==> src/rtl/core/itda_pkg.sv <==
// Shared constants, types and helpers for the decimal ASCII converter.
// No dependencies; every other file in rtl/core imports this package.
package itda_pkg;

	localparam int DEF_MAX_WIDTH  = 64;
	localparam int DEF_VALUE_BITS = 32;

	// Binary bits folded into BCD per pipeline stage.
	localparam int BITS_PER_STAGE = 8;

	localparam int FW_W   = 7;
	localparam int CHAR_W = 8;

	localparam logic [CHAR_W-1:0] ASCII_ZERO  = 8'h30;
	localparam logic [CHAR_W-1:0] ASCII_MINUS = 8'h2D;
	localparam logic [CHAR_W-1:0] ASCII_SPACE = 8'h20;

	// Per-item info that rides along the conversion pipeline.
	typedef struct packed {
		logic            neg;
		logic [FW_W-1:0] width;
	} meta_t;

	// Decimal digits needed for any magnitude below 2^bits
	// (1233/4096 approximates log10(2) from below for bits up to 64).
	function automatic int dec_digits(input int bits);
		return ((bits * 1233) >> 12) + 1;
	endfunction

endpackage

==> src/rtl/core/itda_dabble_stage.sv <==
// One double-dabble pipeline stage: folds BITS_PER_STAGE binary bits into BCD.
// Depends on itda_pkg.
module itda_dabble_stage
	import itda_pkg::*;
#(
	parameter int NUM_DIGITS = 10,
	parameter int BIN_W      = 32
) (
	input  logic                    clk,
	input  logic                    arst_n,
	input  logic                    in_valid,
	output logic                    in_ready,
	input  logic [4*NUM_DIGITS-1:0] in_bcd,
	input  logic [BIN_W-1:0]        in_bin,
	input  meta_t                   in_meta,
	output logic                    out_valid,
	input  logic                    out_ready,
	output logic [4*NUM_DIGITS-1:0] out_bcd,
	output logic [BIN_W-1:0]        out_bin,
	output meta_t                   out_meta
);

	localparam int BCD_W = 4 * NUM_DIGITS;

	logic             v_sn;
	logic [BCD_W-1:0] bcd_sn;
	logic [BIN_W-1:0] bin_sn;
	meta_t            meta_sn;
	logic [BCD_W-1:0] bcd_nx;
	logic [BIN_W-1:0] bin_nx;

	// add-3 then shift, once per bit
	always_comb begin
		bcd_nx = in_bcd;
		bin_nx = in_bin;
		for (int j = 0; j < BITS_PER_STAGE; j++) begin
			for (int d = 0; d < NUM_DIGITS; d++) begin
				if (bcd_nx[4*d +: 4] >= 4'd5) begin
					bcd_nx[4*d +: 4] = bcd_nx[4*d +: 4] + 4'd3;
				end
			end
			bcd_nx = {bcd_nx[BCD_W-2:0], bin_nx[BIN_W-1]};
			bin_nx = {bin_nx[BIN_W-2:0], 1'b0};
		end
	end

	assign in_ready = !v_sn || out_ready;

	always_ff @(posedge clk or negedge arst_n) begin
		if (!arst_n) begin
			v_sn <= 1'b0;
		end else if (in_ready) begin
			v_sn <= in_valid;
		end
	end

	always_ff @(posedge clk) begin
		if (in_ready && in_valid) begin
			bcd_sn  <= bcd_nx;
			bin_sn  <= bin_nx;
			meta_sn <= in_meta;
		end
	end

	assign out_valid = v_sn;
	assign out_bcd   = bcd_sn;
	assign out_bin   = bin_sn;
	assign out_meta  = meta_sn;

endmodule

==> src/rtl/core/itda_emit.sv <==
// Character emitter: walks one converted item out one character per cycle while out_stall is low.
// Depends on itda_pkg.
module itda_emit
	import itda_pkg::*;
#(
	parameter int NUM_DIGITS = 10,
	parameter int LEN_W      = 4
) (
	input  logic                    clk,
	input  logic                    arst_n,
	input  logic                    in_valid,
	output logic                    in_ready,
	input  logic [4*NUM_DIGITS-1:0] in_bcd,
	input  meta_t                   in_meta,
	input  logic [LEN_W-1:0]        in_len,
	output logic                    out_valid,
	input  logic                    out_stall,
	output logic [CHAR_W-1:0]       character,
	output logic                    last
);

	localparam int DIDX_W = $clog2(NUM_DIGITS);

	logic                    busy_q;
	logic [FW_W-1:0]         k_q;
	logic [4*NUM_DIGITS-1:0] bcd_q;
	logic                    neg_q;
	logic [FW_W-1:0]         width_q;
	logic [LEN_W-1:0]        len_q;
	logic                    out_valid_q;
	logic [CHAR_W-1:0]       char_q;
	logic                    last_q;

	logic                    gen;
	logic                    last_now;
	logic                    load;
	logic [FW_W-1:0]         len_x;
	logic [FW_W-1:0]         didx;
	logic [CHAR_W-1:0]       char_nx;

	assign len_x    = FW_W'(len_q);
	assign didx     = len_x - 7'd1 - k_q;
	assign last_now = (k_q == width_q - 7'd1);
	assign gen      = busy_q && (!out_valid_q || !out_stall);
	assign in_ready = !busy_q || (gen && last_now);
	assign load     = in_valid && in_ready;

	always_comb begin
		if (k_q >= len_x) begin
			char_nx = ASCII_SPACE;
		end else if (neg_q && (k_q == '0)) begin
			char_nx = ASCII_MINUS;
		end else begin
			char_nx = ASCII_ZERO + {4'b0000, bcd_q[4*didx[DIDX_W-1:0] +: 4]};
		end
	end

	always_ff @(posedge clk or negedge arst_n) begin
		if (!arst_n) begin
			busy_q      <= 1'b0;
			k_q         <= '0;
			out_valid_q <= 1'b0;
		end else begin
			if (gen) begin
				out_valid_q <= 1'b1;
			end else if (!out_stall) begin
				out_valid_q <= 1'b0;
			end
			// a new item takes over the cycle the previous one ends
			if (load) begin
				busy_q <= 1'b1;
				k_q    <= '0;
			end else if (gen) begin
				k_q <= k_q + 7'd1;
				if (last_now) begin
					busy_q <= 1'b0;
				end
			end
		end
	end

	always_ff @(posedge clk) begin
		if (gen) begin
			char_q <= char_nx;
			last_q <= last_now;
		end
		if (load) begin
			bcd_q   <= in_bcd;
			neg_q   <= in_meta.neg;
			width_q <= in_meta.width;
			len_q   <= in_len;
		end
	end

	assign out_valid = out_valid_q;
	assign character = char_q;
	assign last      = last_q;

endmodule

==> src/rtl/core/int_to_decimal_ascii_padded.sv <==
// Top level of the signed integer to fixed-width decimal ASCII converter.
// Depends on itda_pkg, itda_dabble_stage and itda_emit.
//
// Each accepted item (value, field_width) produces exactly min(field_width,
// MAX_WIDTH) characters, most significant first: an optional '-', the decimal
// digits, then space padding, or the leading part of that text when the field
// is too narrow. The final character carries last = 1. Items with
// field_width == 0 are accepted and dropped without output. The output
// register emits one character per cycle while out_stall is low; the next
// item is loaded in the same cycle the previous item's final character is
// produced, so consecutive fields leave no gap. The conversion pipeline
// (input stage, ceil(VALUE_BITS/8) double-dabble stages of eight bits each,
// a length stage) accepts a new item every cycle unless in_stall is raised,
// and buffers items while the emitter is busy.
module int_to_decimal_ascii_padded
	import itda_pkg::*;
#(
	parameter int MAX_WIDTH  = DEF_MAX_WIDTH,
	parameter int VALUE_BITS = DEF_VALUE_BITS
) (
	input  logic                         clk,
	input  logic                         arst_n,
	// input channel
	input  logic                         in_valid,
	output logic                         in_stall,
	input  logic signed [VALUE_BITS-1:0] value,
	input  logic [FW_W-1:0]              field_width,
	// output channel
	output logic                         out_valid,
	input  logic                         out_stall,
	output logic [CHAR_W-1:0]            character,
	output logic                         last
);

	localparam int NUM_DIGITS = dec_digits(VALUE_BITS);
	localparam int NUM_STAGES = (VALUE_BITS + BITS_PER_STAGE - 1) / BITS_PER_STAGE;
	localparam int BIN_W      = NUM_STAGES * BITS_PER_STAGE;
	localparam int BCD_W      = 4 * NUM_DIGITS;
	localparam int LEN_W      = $clog2(NUM_DIGITS + 2);

	// ---- input stage: sign, magnitude, width saturation ----
	logic [VALUE_BITS-1:0] raw;
	logic [VALUE_BITS-1:0] mag;
	logic [FW_W-1:0]       width_sat;
	logic                  ready_s1;
	logic                  v_s1;
	logic [BIN_W-1:0]      bin_s1;
	meta_t                 meta_s1;

	assign raw = value;
	// two's complement negate; the most negative value maps to 2^(VALUE_BITS-1)
	assign mag = raw[VALUE_BITS-1] ? (~raw + 1'b1) : raw;
	assign width_sat = ({1'b0, field_width} > 8'(MAX_WIDTH)) ? FW_W'(MAX_WIDTH)
		: field_width;

	// chain links: index 0 is the input stage, NUM_STAGES is the dabble output
	logic             v_c    [NUM_STAGES+1];
	logic             rdy_c  [NUM_STAGES+1];
	logic [BIN_W-1:0] bin_c  [NUM_STAGES+1];
	logic [BCD_W-1:0] bcd_c  [NUM_STAGES+1];
	meta_t            meta_c [NUM_STAGES+1];

	assign ready_s1 = !v_s1 || rdy_c[0];
	assign in_stall = !ready_s1;

	always_ff @(posedge clk or negedge arst_n) begin
		if (!arst_n) begin
			v_s1 <= 1'b0;
		end else if (ready_s1) begin
			// zero-width items are taken and dropped here
			v_s1 <= in_valid && (field_width != '0);
		end
	end

	always_ff @(posedge clk) begin
		if (ready_s1 && in_valid) begin
			bin_s1        <= BIN_W'(mag);
			meta_s1.neg   <= raw[VALUE_BITS-1];
			meta_s1.width <= width_sat;
		end
	end

	assign v_c[0]    = v_s1;
	assign bin_c[0]  = bin_s1;
	assign bcd_c[0]  = '0;
	assign meta_c[0] = meta_s1;

	// ---- double-dabble stages ----
	for (genvar i = 0; i < NUM_STAGES; i++) begin : g_dab
		itda_dabble_stage #(
			.NUM_DIGITS (NUM_DIGITS),
			.BIN_W      (BIN_W)
		) u_stage (
			.clk       (clk),
			.arst_n    (arst_n),
			.in_valid  (v_c[i]),
			.in_ready  (rdy_c[i]),
			.in_bcd    (bcd_c[i]),
			.in_bin    (bin_c[i]),
			.in_meta   (meta_c[i]),
			.out_valid (v_c[i+1]),
			.out_ready (rdy_c[i+1]),
			.out_bcd   (bcd_c[i+1]),
			.out_bin   (bin_c[i+1]),
			.out_meta  (meta_c[i+1])
		);
	end

	// ---- length stage: count significant digits, add the sign ----
	logic             v_sl;
	logic [BCD_W-1:0] bcd_sl;
	meta_t            meta_sl;
	logic [LEN_W-1:0] len_sl;
	logic [LEN_W-1:0] ndig;
	logic [LEN_W-1:0] len_nx;
	logic             emit_ready;
	logic             ready_sl;

	always_comb begin
		ndig = LEN_W'(1);
		for (int d = 1; d < NUM_DIGITS; d++) begin
			if (bcd_c[NUM_STAGES][4*d +: 4] != 4'd0) begin
				ndig = LEN_W'(d + 1);
			end
		end
		len_nx = ndig + LEN_W'(meta_c[NUM_STAGES].neg);
	end

	assign ready_sl          = !v_sl || emit_ready;
	assign rdy_c[NUM_STAGES] = ready_sl;

	always_ff @(posedge clk or negedge arst_n) begin
		if (!arst_n) begin
			v_sl <= 1'b0;
		end else if (ready_sl) begin
			v_sl <= v_c[NUM_STAGES];
		end
	end

	always_ff @(posedge clk) begin
		if (ready_sl && v_c[NUM_STAGES]) begin
			bcd_sl  <= bcd_c[NUM_STAGES];
			meta_sl <= meta_c[NUM_STAGES];
			len_sl  <= len_nx;
		end
	end

	// ---- character emitter with output register ----
	itda_emit #(
		.NUM_DIGITS (NUM_DIGITS),
		.LEN_W      (LEN_W)
	) u_emit (
		.clk       (clk),
		.arst_n    (arst_n),
		.in_valid  (v_sl),
		.in_ready  (emit_ready),
		.in_bcd    (bcd_sl),
		.in_meta   (meta_sl),
		.in_len    (len_sl),
		.out_valid (out_valid),
		.out_stall (out_stall),
		.character (character),
		.last      (last)
	);

	// ---- assertions ----
	a_zero_width_dropped: assert property (@(posedge clk) disable iff (!arst_n)
		(in_valid && !in_stall && (field_width == '0)) |=> !v_s1)
		else $error("zero-width item entered the pipeline");

	a_len_range: assert property (@(posedge clk) disable iff (!arst_n)
		v_sl |-> ((len_sl != '0) && (len_sl <= LEN_W'(NUM_DIGITS + 1))
			&& (len_sl >= LEN_W'(1) + LEN_W'(meta_sl.neg))))
		else $error("text length out of range");

	a_char_set: assert property (@(posedge clk) disable iff (!arst_n)
		out_valid |-> ((character == ASCII_SPACE) || (character == ASCII_MINUS)
			|| ((character >= ASCII_ZERO) && (character <= ASCII_ZERO + 8'd9))))
		else $error("emitted character outside digit, minus and space");

	a_width_nonzero: assert property (@(posedge clk) disable iff (!arst_n)
		v_s1 |-> (meta_s1.width != '0))
		else $error("zero field width reached conversion");

endmodule

==> config.mk <==
export PLATFORM = sky130hd
export DESIGN_NAME = int_to_decimal_ascii_padded
export DESIGN_NICKNAME = d
export VERILOG_FILES = /design/src/rtl/core/itda_pkg.sv /design/src/rtl/core/itda_dabble_stage.sv /design/src/rtl/core/itda_emit.sv /design/src/rtl/core/int_to_decimal_ascii_padded.sv
export SDC_FILE = /design/constraint.sdc
export NUM_CORES = 1
export LEC_CHECK = 0
export BUFFER_PORTS_ARGS = -buffer_cell sky130_fd_sc_hd__buf_2
export CORE_ASPECT_RATIO = 1.75
export CORE_MARGIN = 10
export CORE_UTILIZATION = 25
export CTS_BUF_LIST = sky130_fd_sc_hd__clkbuf_16
export CTS_CLUSTER_SIZE = 12
export DETAILED_ROUTE_END_ITERATION = 12
export PLACE_DENSITY_LB_ADDON = 0.3
export REMOVE_ABC_BUFFERS = 1
export SETUP_SLACK_MARGIN = 0.02
export SKIP_LAST_GASP = 1
export SYNTH_ARGS = -nofsm -noshare
export SYNTH_HDL_FRONTEND = slang
export SYNTH_SLANG_ARGS = --single-unit
==> constraint.sdc <==
create_clock -name clk -period 7.7 [get_ports clk]
set_clock_uncertainty 0.2 [all_clocks]
set_input_delay 0.385 -clock clk [delete_from_list [all_inputs] [get_ports clk]]
set_output_delay 0.385 -clock clk [all_outputs]
set_load 0.03 [all_outputs]
; After elaboration in Yosys (flattened, before gate mapping)
; Index checks and enable logic that the tools add are counted.
; W data, S select, Z words.
[totals]
reg_bits = 395
latch_bits = 0
mem_bits_rw = 0
mem_bits_ro = 0
inputBits = 43
output_inout_bits = 11
word_cells = 910
memories = 0
[classes]
add_sub_neg = 272
multipliers = 0
div = 0
order_cmp = 267
eq_ne = 2
n_shift = 1
mux = 283
bitwise = 1
reduce_logical = 44
[ops]
columns = operator, count
row1 = $ge A4 B3 Y1 const B, 255
row2 = $mux W4, 251
row3 = $add A4 B2 Y4 const B, 234
row4 = $mux W3, 22
row5 = $add A3 B2 Y3 const B, 21
row6 = $shiftx A40 B7 Y4, 1
row7 = $reduce_bool A4 Y1, 9
row8 = $add A32 B1 Y32 const B, 1
row9 = $not A32 Y32, 1
row10 = $mux W31, 1
row11 = $add A1 B2 Y3 const B, 9
row12 = $ge A1 B3 Y1 const B, 9
row13 = $mux W7, 2
row14 = $logic_and A1 B1 Y1, 11
row15 = $logic_not A1 Y1, 10
row16 = $logic_or A1 B1 Y1, 8
row17 = $add A6 B4 Y7 const A, 1
row18 = $add A7 B1 Y7 const B, 1
row19 = $eq A7 B7 Y1, 1
row20 = $ge A7 B4 Y1, 1
row21 = $gt A7 B7 Y1 const B, 1
row22 = $logic_not A7 Y1, 1
row23 = $reduce_bool A7 Y1, 1
row24 = $sub A7 B1 Y7 const B, 1
row25 = other kinds (11), 17

; Longest topological paths before layout
[logic_depth]
ltp_word = 16
depth_mapped = 37
depth_no_buf = 36

; By module
; A second synthesis with hierarchy kept.
[unflattened]
hier_cells = 7245
area_unflattened_um2 = 59787.3
[modules_own_cells]
columns = module, instances, cells_each, area_per_inst_um2, seq_area_each_um2
row1 = itda_dabble_stage, 4, 1700, 13200.2, 2187.1
row2 = int_to_decimal_ascii_padded, 1, 235, 3880.0, 2812.7
row3 = itda_emit, 1, 210, 3106.7, 1966.9

; Worst setup path after synthesis
; OpenSTA, ideal clock, no wires.
[synth_path]
kind = register to register
from = reg g_dab[2].u_stage.bcd_sn[28]
to = reg g_dab[3].u_stage.bcd_sn[37] (data pin)
setup_time_ns = 0.265
arrival_ns = 6.740
t_required_ns = 7.235
path_slack_ns = 0.495
stages_incl_launch_ff = 38
path_buffers = 1
cell_sequence = edfxtp_1 > inv_1 > ha_1 > inv_1 > ha_1 > a21oi_2 > xnor2_1 > ha_1 > clkbuf_1 > nand2_1 > mux2_2 > a21boi_0 > mux2i_2 > o21ai_1 > nand2_1 > xnor2_1 > nand2b_1 > ha_1 > [... 2 more ...] > inv_1 > ha_1 > o21ai_0 > a21boi_0 > nor2_1 > nand2b_1 > nand2_1 > xnor2_1 > nand2_1 > ha_1 > a21oi_1 > mux2i_1 > ha_1 > nand2b_1 > a211o_1 > o31ai_1 > a31oi_1 > xnor2_1
[synth_via]
elab_chain_cells = 16
elab_cells_between_ends = 54
classes_between = add/sub: 18 / order compare: 18 / mux: 18
[synth_lines]
columns = item, line_no
row1 = from (decl), itda_dabble_stage.sv:26  ; logic [BCD_W-1:0] bcd_sn;
row2 = from (signal assigned), itda_dabble_stage.sv:59  ; bcd_sn <= bcd_nx;
row3 = $add A4 B2 Y4 / $ge A4 B3 Y1 (equally long branches), "itda_dabble_stage.sv:39, itda_dabble_stage.sv:38"
row4 = $mux W4 *, itda_dabble_stage.sv:38  ; if (bcd_nx[4*d +: 4] >= 4'd5) begin
row5 = $add A4 B2 Y4 / $ge A4 B3 Y1 (equally long branches), "itda_dabble_stage.sv:39, itda_dabble_stage.sv:38"
row6 = $mux W4, itda_dabble_stage.sv:38
row7 = $add A4 B2 Y4 (tied with other cells), itda_dabble_stage.sv:39  ; bcd_nx[4*d +: 4] = bcd_nx[4*d +: 4] + 4'd3;
row8 = $mux W4 / $mux W3 (equally long branches), itda_dabble_stage.sv:38
row9 = $add A4 B2 Y4 (tied with other cells), itda_dabble_stage.sv:39
row10 = $mux W4 / $mux W3 (equally long branches), itda_dabble_stage.sv:38
row11 = $add A4 B2 Y4 (tied with other cells), itda_dabble_stage.sv:39
row12 = $mux W4 / $mux W3 (equally long branches), itda_dabble_stage.sv:38
row13 = $add A4 B2 Y4 (tied with other cells), itda_dabble_stage.sv:39
row14 = $mux W4 / $mux W3 (equally long branches), itda_dabble_stage.sv:38
row15 = $add A4 B2 Y4 (tied with other cells), itda_dabble_stage.sv:39
row16 = $mux W4 / $mux W3 (equally long branches), itda_dabble_stage.sv:38
row17 = $ge A4 B3 Y1 / $add A3 B2 Y3 (equally long branches), "itda_dabble_stage.sv:38, itda_dabble_stage.sv:39"
row18 = $mux W3 *, itda_dabble_stage.sv:38
row19 = named net g_dab[3].u_stage.bcd_nx[37], itda_dabble_stage.sv:29  ; logic [BCD_W-1:0] bcd_nx;
row20 = to (signal assigned), itda_dabble_stage.sv:59
row21 = to (decl), itda_dabble_stage.sv:26
; The timed path passes the listed nets; every way through them passes the cells marked *.
; A chain may end at the register's enable or synchronous reset.

; Final worst setup path
[layout_path]
from = reg g_dab[2].u_stage.bcd_sn[5]
to = reg g_dab[3].u_stage.bcd_sn[10] (data pin)
[layout_via]
elab_chain_cells = 16
elab_cells_between_ends = 42
classes_between = add/sub: 14 / order compare: 14 / mux: 14
[layout_lines]
columns = item, line_no
row1 = $add A4 B2 Y4 / $ge A4 B3 Y1 (equally long branches), "itda_dabble_stage.sv:39, itda_dabble_stage.sv:38"
row2 = $mux W4 *, itda_dabble_stage.sv:38
row3 = $add A4 B2 Y4 / $ge A4 B3 Y1 (equally long branches), "itda_dabble_stage.sv:39, itda_dabble_stage.sv:38"
row4 = $mux W4, itda_dabble_stage.sv:38
row5 = $ge A4 B3 Y1 / $add A4 B2 Y4 (equally long branches), "itda_dabble_stage.sv:38, itda_dabble_stage.sv:39"
row6 = $mux W4, itda_dabble_stage.sv:38
row7 = $add A4 B2 Y4 / $ge A4 B3 Y1 (equally long branches), "itda_dabble_stage.sv:39, itda_dabble_stage.sv:38"
row8 = $mux W4, itda_dabble_stage.sv:38
row9 = $add A4 B2 Y4 / $ge A4 B3 Y1 (equally long branches), "itda_dabble_stage.sv:39, itda_dabble_stage.sv:38"
row10 = $mux W4, itda_dabble_stage.sv:38
row11 = $add A4 B2 Y4 / $ge A4 B3 Y1 (equally long branches), "itda_dabble_stage.sv:39, itda_dabble_stage.sv:38"
row12 = $mux W4, itda_dabble_stage.sv:38
row13 = $add A4 B2 Y4 / $ge A4 B3 Y1 (equally long branches), "itda_dabble_stage.sv:39, itda_dabble_stage.sv:38"
row14 = $mux W4, itda_dabble_stage.sv:38
row15 = $add A4 B2 Y4 / $ge A4 B3 Y1 (equally long branches), "itda_dabble_stage.sv:39, itda_dabble_stage.sv:38"
row16 = $mux W4 *, itda_dabble_stage.sv:38
row17 = named net g_dab[3].u_stage.bcd_nx[10], itda_dabble_stage.sv:29
; Marked as above.

==> reports/results.ini <==
[clocking]
clockRootBuffer = clkbuf_16
clk_pin_slew_worst_paths_ns = 0.06
cts_buffers = 41
cts_tree = built
clk_path_buf_depth = 3
cts_sinks = 347
htreeDepth = 2
clk_latency_ns = 0.59

[worst_setup_path]
cpMaxStageDelayCell = edfxtp_1
r2r-start = g_dab[2].u_stage.out_bcd[5]$_DFFE_PP_
endpoint_kind = flop
cp.required_ns = 7.82
r2r_slack_ns = 0.53
cpPeakStageDelay_ns = 0.44
critical_path_class = flop to flop
cpMostUsedCell = ha_1
cp-start-kind = flop
reg2reg_depth = 30
timing.rr.end = g_dab[3].u_stage.out_bcd[10]$_DFFE_PP_
crit_arrival_ns = 7.29
path_max_fanout = 13

[outcome]
outcome = completed

[sta]
fin_crit_ns = 7.17
max_freq_mhz = 139
worst_slew_pin_slew_ns = 1.11
final-setup-viol-count = 0
finalCritPeriodShare = 0.931
relSlewSlack = 0.252
finalMaxSlewViolations = 0
hold_violations = 0
holdWs_ns = 0.0601

[synth]
yosysTopAreaCellShare = 0.318
synth-seq-area-share = 0.330
synth_compound_area_frac = 0.277
synthCells = 3463
synth_top_family_by_area = compound AO/OA/AOI/OAI gates
synth_commonest_cells = edfxtp_1 (332), nand2_1 (270), nor2_1 (265)
yosys_warnings = 0
yosysTopAreaCell = edfxtp_1
ys_ff_latch = 347
synthSimpleGateAreaFrac = 0.176
yosysMostFrequentCell = edfxtp_1
ys_top_cells_by_area = edfxtp_1 (32%), ha_1 (5.9%), xnor2_1 (3.6%)
synthMuxAreaShare = 0.0665
ys.flop_type = edfxtp_1
syn-cell-area_sq_mm = 0.0314
synth_edf_count = 332
synth-adder-area-share = 0.0615
postSynth.asyncResetShare = 0.0432
synth_xor_area_frac = 0.0507
syn_area_per_cell_sq_um = 9.06
synthDistinctLibCells = 136

[worst_hold_path]
hp-class = input port to asynchronous set/reset pin

[pwr]
p_leak_nw = 13.1
vdd_drop_max_mv = 0.204
powerDensity_mw_per_mm2 = 431

[floorplan]
fp-row-count = 171
die_h_um = 489
die_x_um = 288
initial_utilization = 0.252
die-area_sq_mm = 0.141
io_pins = 54
core_sq_mm = 0.124

[placed_design]
hpwl_mm = 52.7
port_buffers = 50
dpl_cell_area_sq_mm = 0.0337
gp_routability_congestion = 0.793

[global_route]
first_global_vias = 25500
grt_pass1_wl_mm = 117
grt_max_degree = 60
grt_usage = 0.0948
antenna_found_initial = 1
grt-ovfl-total = 0

[route]
num_vias = 26100
drc_errors = 0
via_per_inst = 4.99
dr.pass1.iters = 5
ant_nets = 0
drt-initial-drc-count = 1215
wl_per_cell_um = 13.1
drt-total-wl_mm = 68.6

[final_layout]
diodes = 0
stdcell_area_sq_mm = 0.0356
final_layout_size_suffix_gt1_frac = 0.126
nFillCells = 13100
syn_to_final_growth_pct = 13.3
nNetsFinal = 3746

[flow_run]
maxCapViolations = 0

sequential cells by signal, summed over array words and instances (netlist names), 4 cells and up:
signal	flops
meta_c	8
bin_s1	32
g_dab.u_stage.out_meta	32
u_emit.k_q	7
g_dab.u_stage.out_bin	48
len_sl	4
meta_sl	8
u_emit.character	5
u_emit.width_q	7
g_dab.u_stage.out_bcd	102
bcd_sl	40
u_emit.len_q	4
g_dab.u_stage.out_valid	4
u_emit.bcd_q	40
worst max path at each step:
stage / start / endpoint / slack, ns / depth (start not counted)
2_1_floorplan: g_dab[2].u_stage.out_bcd[28]$_DFFE_PP_ / g_dab[3].u_stage.out_bcd[37]$_DFFE_PP_ / 0.60 / 36
3_3_place_gp: g_dab[2].u_stage.out_bcd[29]$_DFFE_PP_ / g_dab[3].u_stage.out_bcd[38]$_DFFE_PP_ / 0.15 / 35
3_5_place_dp: g_dab[2].u_stage.out_bcd[29]$_DFFE_PP_ / g_dab[3].u_stage.out_bcd[37]$_DFFE_PP_ / 0.1 / 35
4_1_cts: g_dab[2].u_stage.out_bcd[29]$_DFFE_PP_ / g_dab[3].u_stage.out_bcd[37]$_DFFE_PP_ / 0.05 / 35
5_1_grt: g_dab[1].u_stage.out_bcd[8]$_DFFE_PP_ / g_dab[2].u_stage.out_bcd[19]$_DFFE_PP_ / -0.005 / 30
6_report: g_dab[2].u_stage.out_bcd[5]$_DFFE_PP_ / g_dab[3].u_stage.out_bcd[10]$_DFFE_PP_ / 0.53 / 30
cells in the final DEF, fill, tap and decap left out, types with 61 or more instances in the layout:
cell type and instances:
nor2_1 265, xnor2_1 124, nand3_1 93, nand2b_1 78, ha_1 145, nand2_1 270, o21ai_0 194, a211oi_1 61
edfxtp_1 332, a21oi_1 216, mux2i_1 100, inv_1 199, nor3_1 98
metrics by stage:
step                 TNS, ns  std cells  total power, W  setup slack (ns)  utilization
floorplan                  0       3367          0.0115             0.603            -
global placement           0       5107          0.0133             0.146        0.271
detailed placement         0       5107          0.0134            0.0999        0.271
CTS                        0       5223          0.0154            0.0484        0.285
global route        -0.00499       5227          0.0169          -0.00499        0.286
finish                     0       5227          0.0153             0.530        0.286
power by group:
group / switching (W) / internal, W / total (W)
Combinational: 0.00600 / 0.00471 / 0.0107
Clock: 0.000793 / 0.00108 / 0.00187
Sequential: 0.0000747 / 0.00266 / 0.00274
critical path: cells and delay by family, from the launching register on:
kind	cells	cell delay [ns]
AOI/OAI and AO/OA	12	2.83
xor gates and xnor gates	1	0.22
adders and majority gates	5	1.05
buffers and inverters	4	0.32
DFF	1	0.44
muxes	2	0.61
and+or+nand+nor	6	1.22
kinds of logic (layout without fill, tap and decap cells):
group / Yosys count / in the layout
simple gates: 1114 / 1114
other cells: 2 / 3
xor+xnor: 167 / 167
mux: 182 / 182
buf+inv: 303 / 423
compound gates: 1193 / 1193
flops: 347 / 347
fa+ha+maj: 155 / 155
layer usage:
metal  track usage  share of wire
met4        0.0260          0.022
met1        0.0968           0.39
met3        0.0121          0.023
met5             0        0.00019
met2         0.195           0.56
what timing repair did:
action                                  in CTS  in global routing
hold endpoints to repair                    57                  0
endpoints found under the setup margin       0                 35
hold buffers                                44                  0
resized for setup                            0                 28
setup buffers                                0                  4
area by class of cell:
| class | instances | area [sq um] | share of cell area |
|---|---|---|---|
| Sequential cell | 347 | 10300 | 0.291 |
| Clock inverter | 31 | 277 | 0.00777 |
| Inverter | 206 | 774 | 0.0218 |
| Multi-Input combinational cell | 2814 | 20000 | 0.563 |
| Tap cell | 1643 | 2060 | 0.0578 |
| Timing Repair Buffer | 145 | 1070 | 0.0302 |
| Clock buffer | 41 | 1030 | 0.0288 |
(Power assumes the default switching activity.)
